File: src/design/near_duplicate_coord_merge_top_assert.svh
// Assertion macros for the coordinate merge block.
// Both macros sample on clock and are disabled while reset is high.
`ifndef NEAR_DUPLICATE_COORD_MERGE_TOP_ASSERT_SVH
`define NEAR_DUPLICATE_COORD_MERGE_TOP_ASSERT_SVH
`ifndef SYNTHESIS
`define NDCM_ASSERT_SAME(lbl, ante, cons, msg) \
   lbl: assert property (@(posedge clock) disable iff (reset) (ante) |-> (cons)) \
      else $error(msg);
`define NDCM_ASSERT_NEXT(lbl, ante, cons, msg) \
   lbl: assert property (@(posedge clock) disable iff (reset) (ante) |=> (cons)) \
      else $error(msg);
`else
`define NDCM_ASSERT_SAME(lbl, ante, cons, msg)
`define NDCM_ASSERT_NEXT(lbl, ante, cons, msg)
`endif
`endif

File: src/design/ndcm_pkg.sv
`timescale 1ns / 1ps
package ndcm_pkg;

   localparam int NDCM_MAX_ENTRIES = 64;
   localparam int ENTRY_W          = 6;
   localparam int COORD_W          = 32;
   localparam int COUNT_W          = 16;
   localparam int TOL_W            = 16;
   localparam logic [TOL_W-1:0] TOL_RESET = 16'd7;

   typedef struct packed {
      logic signed [COORD_W-1:0] u_coord;
      logic signed [COORD_W-1:0] v_coord;
      logic [COUNT_W-1:0]        use_count;
      logic                      last_entry;
   } req_word_type;

   typedef struct packed {
      logic [ENTRY_W-1:0] entry_number;
      logic               still_live;
      logic               has_alias;
      logic [ENTRY_W-1:0] alias_number;
      logic [COUNT_W-1:0] merged_count;
      logic               overflow_seen;
      logic               last_result;
   } rsp_word_type;

   // Memory port controls from the sequencer; addresses sized for the largest table.
   typedef struct packed {
      logic               rd_en;
      logic [ENTRY_W-1:0] rd_addr;
      logic               uv_wr_en;
      logic               cnt_wr_en;
      logic [ENTRY_W-1:0] cnt_addr;
      logic [COUNT_W-1:0] cnt_data;
      logic               alias_wr_en;
      logic [ENTRY_W-1:0] alias_addr;
      logic               alias_flag;
      logic [ENTRY_W-1:0] alias_index;
   } mem_ctl_type;

   // Exact difference at 34 bits, strict bound on both sides.
   function automatic logic axis_close(input logic signed [COORD_W-1:0] a,
                                       input logic signed [COORD_W-1:0] b,
                                       input logic [TOL_W-1:0] tol);
      logic signed [COORD_W+1:0] d;
      logic signed [COORD_W+1:0] t;
      d = (COORD_W+2)'(a) - (COORD_W+2)'(b);
      t = $signed((COORD_W+2)'(tol));
      return (d < t) && (d > -t);
   endfunction

   function automatic logic [COUNT_W-1:0] sat_add(input logic [COUNT_W-1:0] a,
                                                  input logic [COUNT_W-1:0] b);
      logic [COUNT_W:0] s;
      s = {1'b0, a} + {1'b0, b};
      return s[COUNT_W] ? {COUNT_W{1'b1}} : s[COUNT_W-1:0];
   endfunction

endpackage

File: src/design/ndcm_seq.sv
`timescale 1ns / 1ps
module ndcm_seq import ndcm_pkg::*; #(
   parameter int MAX_ENTRIES = NDCM_MAX_ENTRIES,
   localparam int IDX_W = $clog2(MAX_ENTRIES),
   localparam int CNT_W = $clog2(MAX_ENTRIES + 1)
) (
   input  logic                      clock,
   input  logic                      reset,
   input  logic                      start,
   output logic                      busy,
   input  req_word_type              req_word,
   input  logic [TOL_W-1:0]          tol,
   input  logic signed [COORD_W-1:0] u_rd,
   input  logic signed [COORD_W-1:0] v_rd,
   input  logic [COUNT_W-1:0]        cnt_rd,
   input  logic [IDX_W:0]            alias_rd,
   output mem_ctl_type               mem_ctl,
   output logic                      rsp_strobe,
   output rsp_word_type              rsp_word
);

   typedef enum logic [2:0] {
      ST_LOAD, ST_I_RD, ST_I_CAP, ST_J_RD, ST_J_CMP, ST_J_MRG, ST_I_END, ST_OUT
   } state_type;

   state_type state_ff, state_in;
   logic      drain_ff, drain_in;
   logic [CNT_W-1:0] fill_ff, fill_in;
   logic [CNT_W-1:0] i_ff, i_in;
   logic [CNT_W-1:0] j_ff, j_in;
   logic             ovf_ff, ovf_in;
   logic signed [COORD_W-1:0] ui_ff, ui_in;
   logic signed [COORD_W-1:0] vi_ff, vi_in;
   logic [COUNT_W-1:0]        cnti_ff, cnti_in;
   logic                      match_ff, match_in;
   logic                      out_pend_ff, out_pend_in;
   logic [IDX_W-1:0]          out_k_ff, out_k_in;

   logic [IDX_W-1:0] i_idx, j_idx, fill_idx;

   assign i_idx    = i_ff[IDX_W-1:0];
   assign j_idx    = j_ff[IDX_W-1:0];
   assign fill_idx = fill_ff[IDX_W-1:0];

   // An entry is live while its alias flag is clear; the flag is read with the entry.
   always_comb begin
      state_in    = state_ff;
      drain_in    = 1'b0;
      fill_in     = fill_ff;
      i_in        = i_ff;
      j_in        = j_ff;
      ovf_in      = ovf_ff;
      ui_in       = ui_ff;
      vi_in       = vi_ff;
      cnti_in     = cnti_ff;
      match_in    = match_ff;
      out_pend_in = 1'b0;
      out_k_in    = out_k_ff;
      mem_ctl     = '0;

      // The last result goes out in the cycle after the final read; the table clears then.
      if (drain_ff) begin
         fill_in  = '0;
         ovf_in   = 1'b0;
         state_in = ST_LOAD;
      end else begin
         case (state_ff)
            ST_LOAD: begin
               if (start) begin
                  if (fill_ff < CNT_W'(MAX_ENTRIES)) begin
                     mem_ctl.uv_wr_en    = 1'b1;
                     mem_ctl.cnt_wr_en   = 1'b1;
                     mem_ctl.cnt_addr    = ENTRY_W'(fill_idx);
                     mem_ctl.cnt_data    = req_word.use_count;
                     mem_ctl.alias_wr_en = 1'b1;
                     mem_ctl.alias_addr  = ENTRY_W'(fill_idx);
                     fill_in             = fill_ff + CNT_W'(1);
                  end else begin
                     ovf_in = 1'b1;
                  end
                  if (req_word.last_entry) begin
                     i_in     = '0;
                     state_in = ST_I_RD;
                  end
               end
            end
            ST_I_RD: begin
               if (i_ff >= fill_ff) begin
                  j_in     = '0;
                  state_in = ST_OUT;
               end else begin
                  mem_ctl.rd_en   = 1'b1;
                  mem_ctl.rd_addr = ENTRY_W'(i_idx);
                  state_in        = ST_I_CAP;
               end
            end
            ST_I_CAP: begin
               if (alias_rd[IDX_W]) begin
                  // merged away earlier: no scan, and its count stays as stored
                  i_in     = i_ff + CNT_W'(1);
                  state_in = ST_I_RD;
               end else begin
                  ui_in    = u_rd;
                  vi_in    = v_rd;
                  cnti_in  = cnt_rd;
                  j_in     = i_ff + CNT_W'(1);
                  state_in = ST_J_RD;
               end
            end
            ST_J_RD: begin
               if (j_ff >= fill_ff) begin
                  state_in = ST_I_END;
               end else begin
                  mem_ctl.rd_en   = 1'b1;
                  mem_ctl.rd_addr = ENTRY_W'(j_idx);
                  state_in        = ST_J_CMP;
               end
            end
            ST_J_CMP: begin
               if (alias_rd[IDX_W]) begin
                  j_in     = j_ff + CNT_W'(1);
                  state_in = ST_J_RD;
               end else begin
                  match_in = axis_close(ui_ff, u_rd, tol) && axis_close(vi_ff, v_rd, tol);
                  state_in = ST_J_MRG;
               end
            end
            ST_J_MRG: begin
               if (!match_ff) begin
                  j_in     = j_ff + CNT_W'(1);
                  state_in = ST_J_RD;
               end else if (cnti_ff > cnt_rd) begin
                  // j folds into i; i's count stays in a register until its scan ends
                  cnti_in             = sat_add(cnti_ff, cnt_rd);
                  mem_ctl.alias_wr_en = 1'b1;
                  mem_ctl.alias_addr  = ENTRY_W'(j_idx);
                  mem_ctl.alias_flag  = 1'b1;
                  mem_ctl.alias_index = ENTRY_W'(i_idx);
                  j_in                = j_ff + CNT_W'(1);
                  state_in            = ST_J_RD;
               end else begin
                  mem_ctl.alias_wr_en = 1'b1;
                  mem_ctl.alias_addr  = ENTRY_W'(i_idx);
                  mem_ctl.alias_flag  = 1'b1;
                  mem_ctl.alias_index = ENTRY_W'(j_idx);
                  mem_ctl.cnt_wr_en   = 1'b1;
                  mem_ctl.cnt_addr    = ENTRY_W'(j_idx);
                  mem_ctl.cnt_data    = sat_add(cnt_rd, cnti_ff);
                  state_in            = ST_I_END;
               end
            end
            ST_I_END: begin
               mem_ctl.cnt_wr_en = 1'b1;
               mem_ctl.cnt_addr  = ENTRY_W'(i_idx);
               mem_ctl.cnt_data  = cnti_ff;
               i_in              = i_ff + CNT_W'(1);
               state_in          = ST_I_RD;
            end
            ST_OUT: begin
               mem_ctl.rd_en   = 1'b1;
               mem_ctl.rd_addr = ENTRY_W'(j_idx);
               out_pend_in     = 1'b1;
               out_k_in        = j_idx;
               j_in            = j_ff + CNT_W'(1);
               if (j_ff + CNT_W'(1) >= fill_ff) begin
                  drain_in = 1'b1;
               end
            end
            default: begin
               state_in = ST_LOAD;
            end
         endcase
      end
   end

   always_ff @(posedge clock) begin
      i_ff     <= i_in;
      j_ff     <= j_in;
      ui_ff    <= ui_in;
      vi_ff    <= vi_in;
      cnti_ff  <= cnti_in;
      match_ff <= match_in;
      out_k_ff <= out_k_in;
      if (reset) begin
         state_ff    <= ST_LOAD;
         drain_ff    <= 1'b0;
         fill_ff     <= '0;
         ovf_ff      <= 1'b0;
         out_pend_ff <= 1'b0;
      end else begin
         state_ff    <= state_in;
         drain_ff    <= drain_in;
         fill_ff     <= fill_in;
         ovf_ff      <= ovf_in;
         out_pend_ff <= out_pend_in;
      end
   end

   assign busy       = (state_ff != ST_LOAD);
   assign rsp_strobe = out_pend_ff;

   always_comb begin
      rsp_word.entry_number  = ENTRY_W'(out_k_ff);
      rsp_word.still_live    = !alias_rd[IDX_W];
      rsp_word.has_alias     = alias_rd[IDX_W];
      rsp_word.alias_number  = alias_rd[IDX_W] ? ENTRY_W'(alias_rd[IDX_W-1:0]) : '0;
      rsp_word.merged_count  = cnt_rd;
      rsp_word.overflow_seen = ovf_ff;
      rsp_word.last_result   = (CNT_W'(out_k_ff) + CNT_W'(1) == fill_ff);
   end

endmodule

File: config.mk
export PLATFORM = sky130hd
export DESIGN_NAME = ndcm_seq
export DESIGN_NICKNAME = d
export VERILOG_FILES = /design/src/design/near_duplicate_coord_merge_top_assert.svh /design/src/design/ndcm_pkg.sv /design/src/design/ndcm_seq.sv
export SDC_FILE = /design/constraint.sdc
export NUM_CORES = 1
export LEC_CHECK = 0
export BUFFER_PORTS_ARGS = -buffer_cell sky130_fd_sc_hd__buf_2
export CAP_MARGIN = 20
export CORE_MARGIN = 5
export CORE_UTILIZATION = 58
export CTS_BUF_LIST = sky130_fd_sc_hd__clkbuf_8
export CTS_CLUSTER_SIZE = 40
export DETAILED_ROUTE_END_ITERATION = 8
export PLACE_DENSITY = 0.85
export SLEW_MARGIN = 20
export SYNTH_ARGS = -nofsm -noshare
export SYNTH_HDL_FRONTEND = slang
export SYNTH_SLANG_ARGS = --single-unit
File: constraint.sdc
create_clock -name clock -period 5.46 [get_ports clock]
set_input_delay 0.273 -clock clock [delete_from_list [all_inputs] [get_ports clock]]
set_output_delay 0.273 -clock clock [all_outputs]
set_load 0.03 [all_outputs]
# Yosys cells after proc, flatten, opt, wreduce, memory -nomap -nowiden
# Index checks and enable logic that the tools add are counted.
# word_totals
rom_bits	0
ram_bits	0
register_bits	114
n_memories	0
latch_bits	0
input_bits	187
elab_cells	111
output_inout_bits	79
# op_classes
eq_ne	17
n_div	0
addsub	8
magnitude_cmp	9
n_shift	0
muxes	40
mul	0
bitwise	4
reduce_logical	21
# op_table
operator	count
$mux 7	11
$pmux 23 s3	1
$gt 33x34->1	2
$lt 33x17->1	2
$sub 32x32->33	2
$mux 16	4
$mux 31	2
$mux 45	1
$pmux 7 s3	2
$mux 37	1
$pmux 7 s5	1
$neg 16->34	1
$pmux 16 s2	1
$mux 23	1
$add 7x1->7 const B	3
$ge 7x7->1	3
$pmux 3 s7	1
$mux 3	6
$add 16x16->17	1
$gt 16x16->1	1
$ne 2x2->1 const B	8
$reduce_and 3->1	5
$pmux 7 s2	1
$mux 13	1
other kinds (23)	37

# Depth between registers and ports, before layout
# Gate-level depths: netlist of run 1.
# logic_depth
depth_word	6
mapped_depth	24
ltp_nobuf	24

# Least setup slack after synthesis of run 1
# Ideal clock, no wire load.
# synth_path
path_type	reg-to-reg
start	register vi_ff[4]
end	register match_ff, data pin
path_buffers	0
setup_slack_ns	0.694
setup_ns	0.157
synth_period_minus_slack_ns	4.766
arrival_time_ns	4.610
path_stages_with_launch	19
cell_sequence	edfxtp_1 > ha_1 > a21o_1 > or3_1 > o21a_1 > a221o_1 > a21o_1 > a311o_1 > a211o_1 > and2_1 > ha_1 > nand4_1 > nor4_1 > o31ai_1 > a31o_2 > or4_1 > nor4_1 > nand3_1 > a32oi_1
# synth_via
elab_chain_cells	4
# synth_rtl
item	line_no	source
start, declared	ndcm_seq.sv:33	logic signed [COORD_W-1:0] vi_ff, vi_in;
start signal, assigned	ndcm_seq.sv:180	vi_ff <= vi_in;
$sub 32x32->33 *	ndcm_pkg.sv:48	d = (COORD_W+2)'(a) - (COORD_W+2)'(b);
$gt 33x34->1 or $lt 33x17->1 (tied branches)	ndcm_pkg.sv:50	return (d < t) && (d > -t);
$logic_and 1x1->1 *	ndcm_pkg.sv:50	
$logic_and 1x1->1 *	ndcm_seq.sv:124	match_in = axis_close(ui_ff, u_rd, tol) && axis_close(vi_ff, v_rd, tol);
end signal, assigned	ndcm_seq.sv:182	match_ff <= match_in;
end, declared	ndcm_seq.sv:35	logic match_ff, match_in;
# Every way passes the cells marked *; elsewhere a longest branch is shown, timed or not.
# A chain may end at the register's enable or synchronous reset.

# Worst setup path after layout of run 1
# layout_path
start	input port v_rd[4]
end	register match_ff, data pin
# layout_via
elab_chain_cells	4
# layout_rtl
item	line_no	source
start, declared	ndcm_seq.sv:14	input logic signed [COORD_W-1:0] v_rd,
$sub 32x32->33 *	ndcm_pkg.sv:48	
$gt 33x34->1 or $lt 33x17->1 (tied branches)	ndcm_pkg.sv:50	
$logic_and 1x1->1 *	ndcm_pkg.sv:50	
$logic_and 1x1->1 *	ndcm_seq.sv:124	
# Marked as above.

==> flow_summary_export.csv, run 1 <==
group,metric,value,unit
outcome,status,"complete, no violations",
clock_network,cts_made_buffers,17,
timing,worst_clock_skew,0.01968,ns
timing,worstMarginPinSlew,1.031,ns
power_and_ir_drop,p_per_area,332.4,mW/mm2
setup_path,crit_path_top_delay_cell,"dlygate4sd3_1",
placed_design,gp_congestion,0.9359,
clock_network,cts_htree_levels,4,
timing,finalHoldViolCount,0,
setup_path,crit_chain,"dlygate4sd3_1 > buf_2 > inv_1 > ha_1 > a21o_1 > or3_1 > o21a_1 > a221o_1 > a21o_4 > a311o_1 > a211o_1 > and2_1 > ha_1 > nand4_1 > nor4_2 > o31ai_1 > a31o_2 > or4_4 > nor4_4 > nand3_1 > a32oi_1",
die,die_h,161.0,um
logic_synthesis,synthArstFlopShare,0,
setup_path,path_common_cell,"ha_1",
grt,grt_max_degree,35,
logic_synthesis,ys.flop_type,"edfxtp_1",
grt,grt_overflow_total,0,
logic_synthesis,synthesis.nets,1984,
placed_design,pre_cts_slack,-0.1270,ns
logic_synthesis,yosysUniqueCellTypes,71,
placed_design,hpwl,28720,um
logic_synthesis,synth-seq-cells,114,
logic_synthesis,synth_edf_count,101,
routing,drt.antenna.violating_nets,0,
grt,antenna_found_initial,2,
final_layout,synthToLayoutAreaGrowth,17.88,%
logic_synthesis,syn_area_per_cell,8.410,um2
setup_path,rrSetupSlack,0.12,ns
logic_synthesis,ys_seq_area_frac,0.2489,
timing,maxSlewHeadroom,0.3128,
setup_path,crit_end,"match_ff",
routing,wl,37500,um
timing,clock.fmax,184.9,MHz
timing,finalCritPeriodShare,0.9906,
timing,period_minus_slack,5.409,ns
die,fp.coreArea,0.02257,mm2
setup_path,startpoint_type,"input port",
final_layout,fin_nets,2217,
grt,grt_use_met1,0.3240,
die,fp-row-count,55,
final_layout,final_common_cell,"ha_1",
timing,fin_hold_ws,0.02098,ns
setup_path,max_stage_delay,0.57,ns
setup_path,reg2regPathDepth,21,
die,die_area,0.02593,mm2
clock_network,cts_tree,"done",
setup_path,reg2reg_to,"match_ff",
clock_network,clk_path_buf_depth,2,
routing,drt_iter0_markers,1168,
clock_network,clock_sinks,114,
run,drv_cap,0,
timing,setup_viol,0,
clock_network,clk_pin_slew_worst_paths,0.09,ns
setup_path,worst_setup_path_end_kind,"register",
routing,drt-vias-per-instance,6.205,
routing,dr.pass1.iters,6,
routing,avgRoutedWirePerCell,17.80,um
setup_path,criticalPathCategory,"in -> reg",
grt,grt.total_usage,0.2766,
routing,vias,13074,
grt,met2_usage,0.4950,
timing,rsz0062_at_grt,"true",
routing,drc,0,
die,start_util,0.5861,
setup_path,cp-startpoint,"v_rd[4]",
logic_synthesis,synthCells,1573,
final_layout,layout_common_cells,"ha_1 (217), buf_2 (202), inv_1 (153), nor2_1 (136), a21oi_1 (127)",
timing,slew_viol_final,0,
clock_network,cts_root_buffer,"clkbuf_8",
timing,setup_slack,0.05132,ns
final_layout,layout-drive-gt1-share,0.1682,
power_and_ir_drop,power_leakage,7.207,nW
setup_path,crit_fanout,6,
placed_design,place_inst,2007,
die,die_x,161.0,um
die,io_pins,266,
timing,tns,0,ns
final_layout,layout.cells.non_filler,2107,
clock_network,clkLatencyLatePin,0.47,ns
hold_path,hold_class,"in -> reg",
grt,grt_pass1_wl,59780,um
setup_path,r2r_start,"ui_ff[0]",
logic_synthesis,synth_area,0.01323,mm2
placed_design,port_buffers,201,
logic_synthesis,ys.warnings.count,0,
grt,grtUsageMet3,0.05052,
power_and_ir_drop,irDropWorstVdd,0.1826,mV
grt,busiest_layer,"met2",
setup_path,crit_required,5.76,ns
setup_path,arrival,5.71,ns
grt,grt_pass1_vias,12607,
worst min-delay path by stage:
stage / from / endpoint / slack, ns / depth (start not counted)
after CTS: v_rd[0] / vi_ff[0] / 0.003 / 1
after detailed placement: ovf_ff / ovf_ff / 0.45 / 2
after global routing: v_rd[14] / vi_ff[14] / 0.007 / 1
after global placement: ovf_ff / ovf_ff / 0.44 / 2
after floorplan: u_rd[0] / ui_ff[0] / 0.37 / 0
final: v_rd[14] / vi_ff[14] / 0.02 / 1
metal layers:
layer / vias up / routed length (um)
met4: 0 / 1220
met1: 6074 / 14800
li1: 6274 / -
met5: - / 0
met2: 624 / 18500
met3: 102 / 2983
critical path: cells and delay by family:
| kind | cells | cell delay (ns) |
|---|---|---|
| AO/OA/AOI/OAI | 9 | 2.26 |
| AND/OR/NAND/NOR | 7 | 1.80 |
| buffers and inverters | 3 | 0.74 |
| adder cells (fa/ha/maj) | 2 | 0.64 |
sequential cells by signal, summed over array words and instances, names as in the netlist:
signal / cells
ui_ff: 32
vi_ff: 32
cnti_ff: 16
fill_ff: 7
i_ff: 7
j_ff: 7
out_k_ff: 6
state_ff: 3
drain_ff: 1
match_ff: 1
ovf_ff: 1
rsp_strobe: 1
logic make-up after synthesis:
kind of cell	Yosys count	share of synthesized area
adders and majority gates	224	0.2136
and+or+nand+nor	464	0.1739
buffers and inverters	226	0.06952
AOI/OAI and AO/OA	439	0.2222
muxes	16	0.01230
DFF	114	0.2489
xor gates and xnor gates	90	0.05959
cell usage after synthesis (all sizes together), types with 6 or more instances:
master,number,area share
nor3,33,0.013
a31oi,14,0.0066
xnor2,66,0.044
dfxtp,13,0.020
a211o,6,0.0040
xor2,24,0.016
mux2i,14,0.011
o211ai,15,0.0085
nand2b,23,0.011
nor2,138,0.039
a21o,50,0.028
a22o,12,0.0079
a21boi,6,0.0034
and3,14,0.0066
a31o,6,0.0040
inv,154,0.044
nor4,26,0.012
nand2,82,0.023
edfxtp,101,0.23
o21a,14,0.0079
and2,17,0.0080
a22oi,22,0.012
o21ai,52,0.020
a21oi,128,0.048
a2111oi,7,0.0046
o31ai,11,0.0062
or3,9,0.0043
o21bai,11,0.0062
ha,221,0.21
nor2b,18,0.0085
clkbuf,51,0.015
buf,21,0.011
and4,7,0.0046
o22ai,22,0.010
nand3,52,0.020
a211oi,15,0.0089
nand4,24,0.011
final cells by class:
class / instances / area, um2
diodes: 3 / 7.507
clock buffers: 17 / 234.0
clock inverters: 15 / 160.2
fillers: 1756 / 6978
inverters: 154 / 578.1
multi-input cells: 1233 / 9180
flip-flops and latches: 114 / 3293
well taps: 285 / 356.6
repair buffers: 286 / 1784
metrics by stage:
stage / utilization / total power (W) / area (um2)
final: 0.6909 / 0.005183 / 15590
after floorplan: - / 0.003443 / 13230
after detailed placement: 0.6390 / 0.004184 / 14420
after CTS: 0.6823 / 0.005080 / 15400
after global routing: 0.6907 / 0.005558 / 15590
after global placement: 0.6390 / 0.004076 / 14420
repair_timing:
action,4_1_cts,5_1_grt
gates resized for setup,2,26
endpoints found under the setup margin,1,1
pin swaps,0,23
buffers inserted,0,7
hold endpoints to repair,57,0
hold buffers,57,0
where the power goes:
part / total (W) / switching [W] / leakage (nW) / internal (W)
Clock: 0.000841 / 0.000460 / 0.205 / 0.000382
Sequential: 0.00139 / 0.000215 / 1.03 / 0.00118
Combinational: 0.00295 / 0.00179 / 5.97 / 0.00116
Total: 0.00518 / 0.00246 / 7.21 / 0.00272
No activity file was read; power rests on OpenSTA's default activity.
==> inputs of run 2 (changes only) <==
--- a/config.mk
+++ b/config.mk
@@ -13,6 +13,7 @@
 export CTS_CLUSTER_SIZE = 40
 export DETAILED_ROUTE_END_ITERATION = 8
 export PLACE_DENSITY = 0.85
+export RECOVER_POWER = 50
 export SLEW_MARGIN = 20
 export SYNTH_ARGS = -nofsm -noshare
 export SYNTH_HDL_FRONTEND = slang
==> run 2 against run 1 <==
Against the previous run:
- power down 0.18%
- via count decreased by 0.35%
- core utilization shrank 0.44 points
- register-to-register slack about the same
- worst setup slack gained 0.015 ns
- sequential share of layout area increased by 0.14 points
- the run now ends with max-capacitance violations, max-slew violations left
- sequential power about the same
==> flow_summary_export.csv, run 2 (synthesis results as in run 1) <==
group,metric,value,unit
clock_network,cts_root_buffer,"clkbuf_8",
setup_path,startpoint_type,"input port",
clock_network,cts_tree,"done",
final_layout,layout.cells.non_filler,2106,
final_layout,fin_nets,2217,
outcome,status,"finished with violations",
routing,wl,37510,um
power_and_ir_drop,power_leakage,7.001,nW
setup_path,arrival,5.69,ns
setup_path,criticalPathCategory,"in -> reg",
timing,rsz0062_at_grt,"true",
timing,setup_viol,0,
die,die_h,161.0,um
placed_design,hpwl,28720,um
placed_design,gp_congestion,0.9359,
final_layout,post-route-util,0.6864,
routing,avgRoutedWirePerCell,17.81,um
die,die_x,161.0,um
grt,grt.total_usage,0.2766,
power_and_ir_drop,irDropWorstVdd,0.1826,mV
setup_path,worst_setup_path_end_kind,"register",
final_layout,design_area,0.01549,mm2
grt,grt_max_degree,35,
final_layout,top_regs,"ui_ff x32, vi_ff x32, cnti_ff x16",
grt,grt_pass1_vias,12607,
timing,maxSlewHeadroom,-0.7401,
clock_network,clk_pin_slew_worst_paths,0.09,ns
timing,slew_viol_final,32,
outcome,violations,"max-capacitance violations, max-slew violations",
die,io_pins,266,
grt,grt_pass1_wl,59780,um
final_layout,layout-drive-gt1-share,0.1281,
die,fp-row-count,55,
clock_network,cts_made_buffers,17,
routing,dr.pass1.iters,5,
hold_path,hold_class,"in -> reg",
timing,worstMarginPinSlew,2.601,ns
setup_path,crit_required,5.76,ns
timing,finalHoldViolCount,0,
clock_network,cts_htree_levels,4,
run,drv_cap,1,
placed_design,port_buffers,201,
die,start_util,0.5861,
power_and_ir_drop,p_per_area,333.9,mW/mm2
final_layout,final_common_cell,"ha_1",
routing,drt_iter0_markers,1130,
timing,period_minus_slack,5.394,ns
final_layout,layout_common_cells,"ha_1 (217), inv_1 (153), nor2_1 (137), buf_2 (128), a21oi_1 (127)",
routing,drt-vias-per-instance,6.186,
final_layout,synthToLayoutAreaGrowth,17.12,%
routing,vias,13028,
final_layout,filler_cell_count,1808,
clock_network,clk_path_buf_depth,2,
die,fp.coreArea,0.02257,mm2
timing,worst_clock_skew,0.01694,ns
placed_design,placed_area,0.01442,mm2
routing,drt.antenna.violating_nets,0,
placed_design,place_inst,2007,
grt,grt_overflow_total,0,
routing,drc,0,
timing,finalCritPeriodShare,0.9879,
timing,clock.fmax,185.4,MHz
die,die_area,0.02593,mm2
clock_network,clkLatencyLatePin,0.47,ns
grt,antenna_found_initial,1,
clock_network,clock_sinks,114,
setup_path,crit_fanout,6,
run 2: cell types whose count changed in the layout (fill, tap and decap cells not counted):
| cell | before | now |
|---|---|---|
| buf_2 | 202 | 128 |
| clkbuf_1 | 0 | 72 |
| clkbuf_2 | 0 | 2 |
| and2_0 | 0 | 1 |
| and2_1 | 17 | 16 |
| diode_2 | 3 | 2 |
| nor2_1 | 136 | 137 |
| nor2_4 | 1 | 0 |
run 2: cell type report:
class,count,area (um2),share of cell area
antenna,2,5.005,0.0003230
timing repair buffer,286,1694,0.1093
tap,285,356.6,0.02302
clock inverter,15,160.2,0.01034
sequential,114,3293,0.2125
clock buffer,17,234.0,0.01510
inverter,154,578.1,0.03731
multi-input combinational,1233,9173,0.5920
run 2: path summary, 6_finish.rpt:
check,start,end,slack (ns),cells after the start
min reg2reg,ovf_ff,ovf_ff,0.48,2
max,v_rd[4],match_ff,0.07,21
max reg2reg,ui_ff[0],match_ff,0.13,21
min,v_rd[14],vi_ff[14],0.06,1
run 2: per-stage QoR:
stage               setup slack, ns  total power [W]  TNS [ns]  hold WS, ns
CTS                         0.01109         0.005080         0     0.002566
global route                -0.1384         0.005551   -0.1384      0.06079
global placement             0.1116         0.004076         0       0.4424
detailed placement          -0.1270         0.004184   -0.1270       0.4519
finish                      0.06594         0.005174         0      0.05876
floorplan                    0.6938         0.003443         0       0.3719
run 2: where the power goes:
| part | internal, W | switching, W |
|---|---|---|
| Sequential | 0.00118 | 0.000215 |
| Clock | 0.000382 | 0.000456 |
| Combinational | 0.00115 | 0.00179 |
| Total | 0.00271 | 0.00246 |
run 2: critical path, cell delays in order:
cell	delay (ns)
dlygate4sd3_1	0.56
buf_2	0.13
inv_1	0.04
ha_1	0.35
a21o_1	0.21
or3_1	0.30
o21a_1	0.22
a221o_1	0.40
a21o_4	0.27
a311o_1	0.27
a211o_1	0.31
and2_1	0.16
ha_1	0.29
nand4_1	0.17
nor4_2	0.25
o31ai_1	0.14
a31o_2	0.23
or4_4	0.54
nor4_4	0.28
nand3_1	0.10
a32oi_1	0.19
run 2: layer usage:
metal,wire length (um),part of all wire,GRT usage
met1,15020,0.40,0.3240
met2,18420,0.49,0.4950
met3,2742,0.073,0.05052
met4,1328,0.035,0.1210
met5,0,0,0
run 2: repair_timing:
item	4_1_cts	5_1_grt
buffers inserted	0	7
gates resized for setup	2	26
endpoints found under the setup margin	1	1
pin swaps	0	23
hold buffers	57	0
hold endpoints to repair	57	0
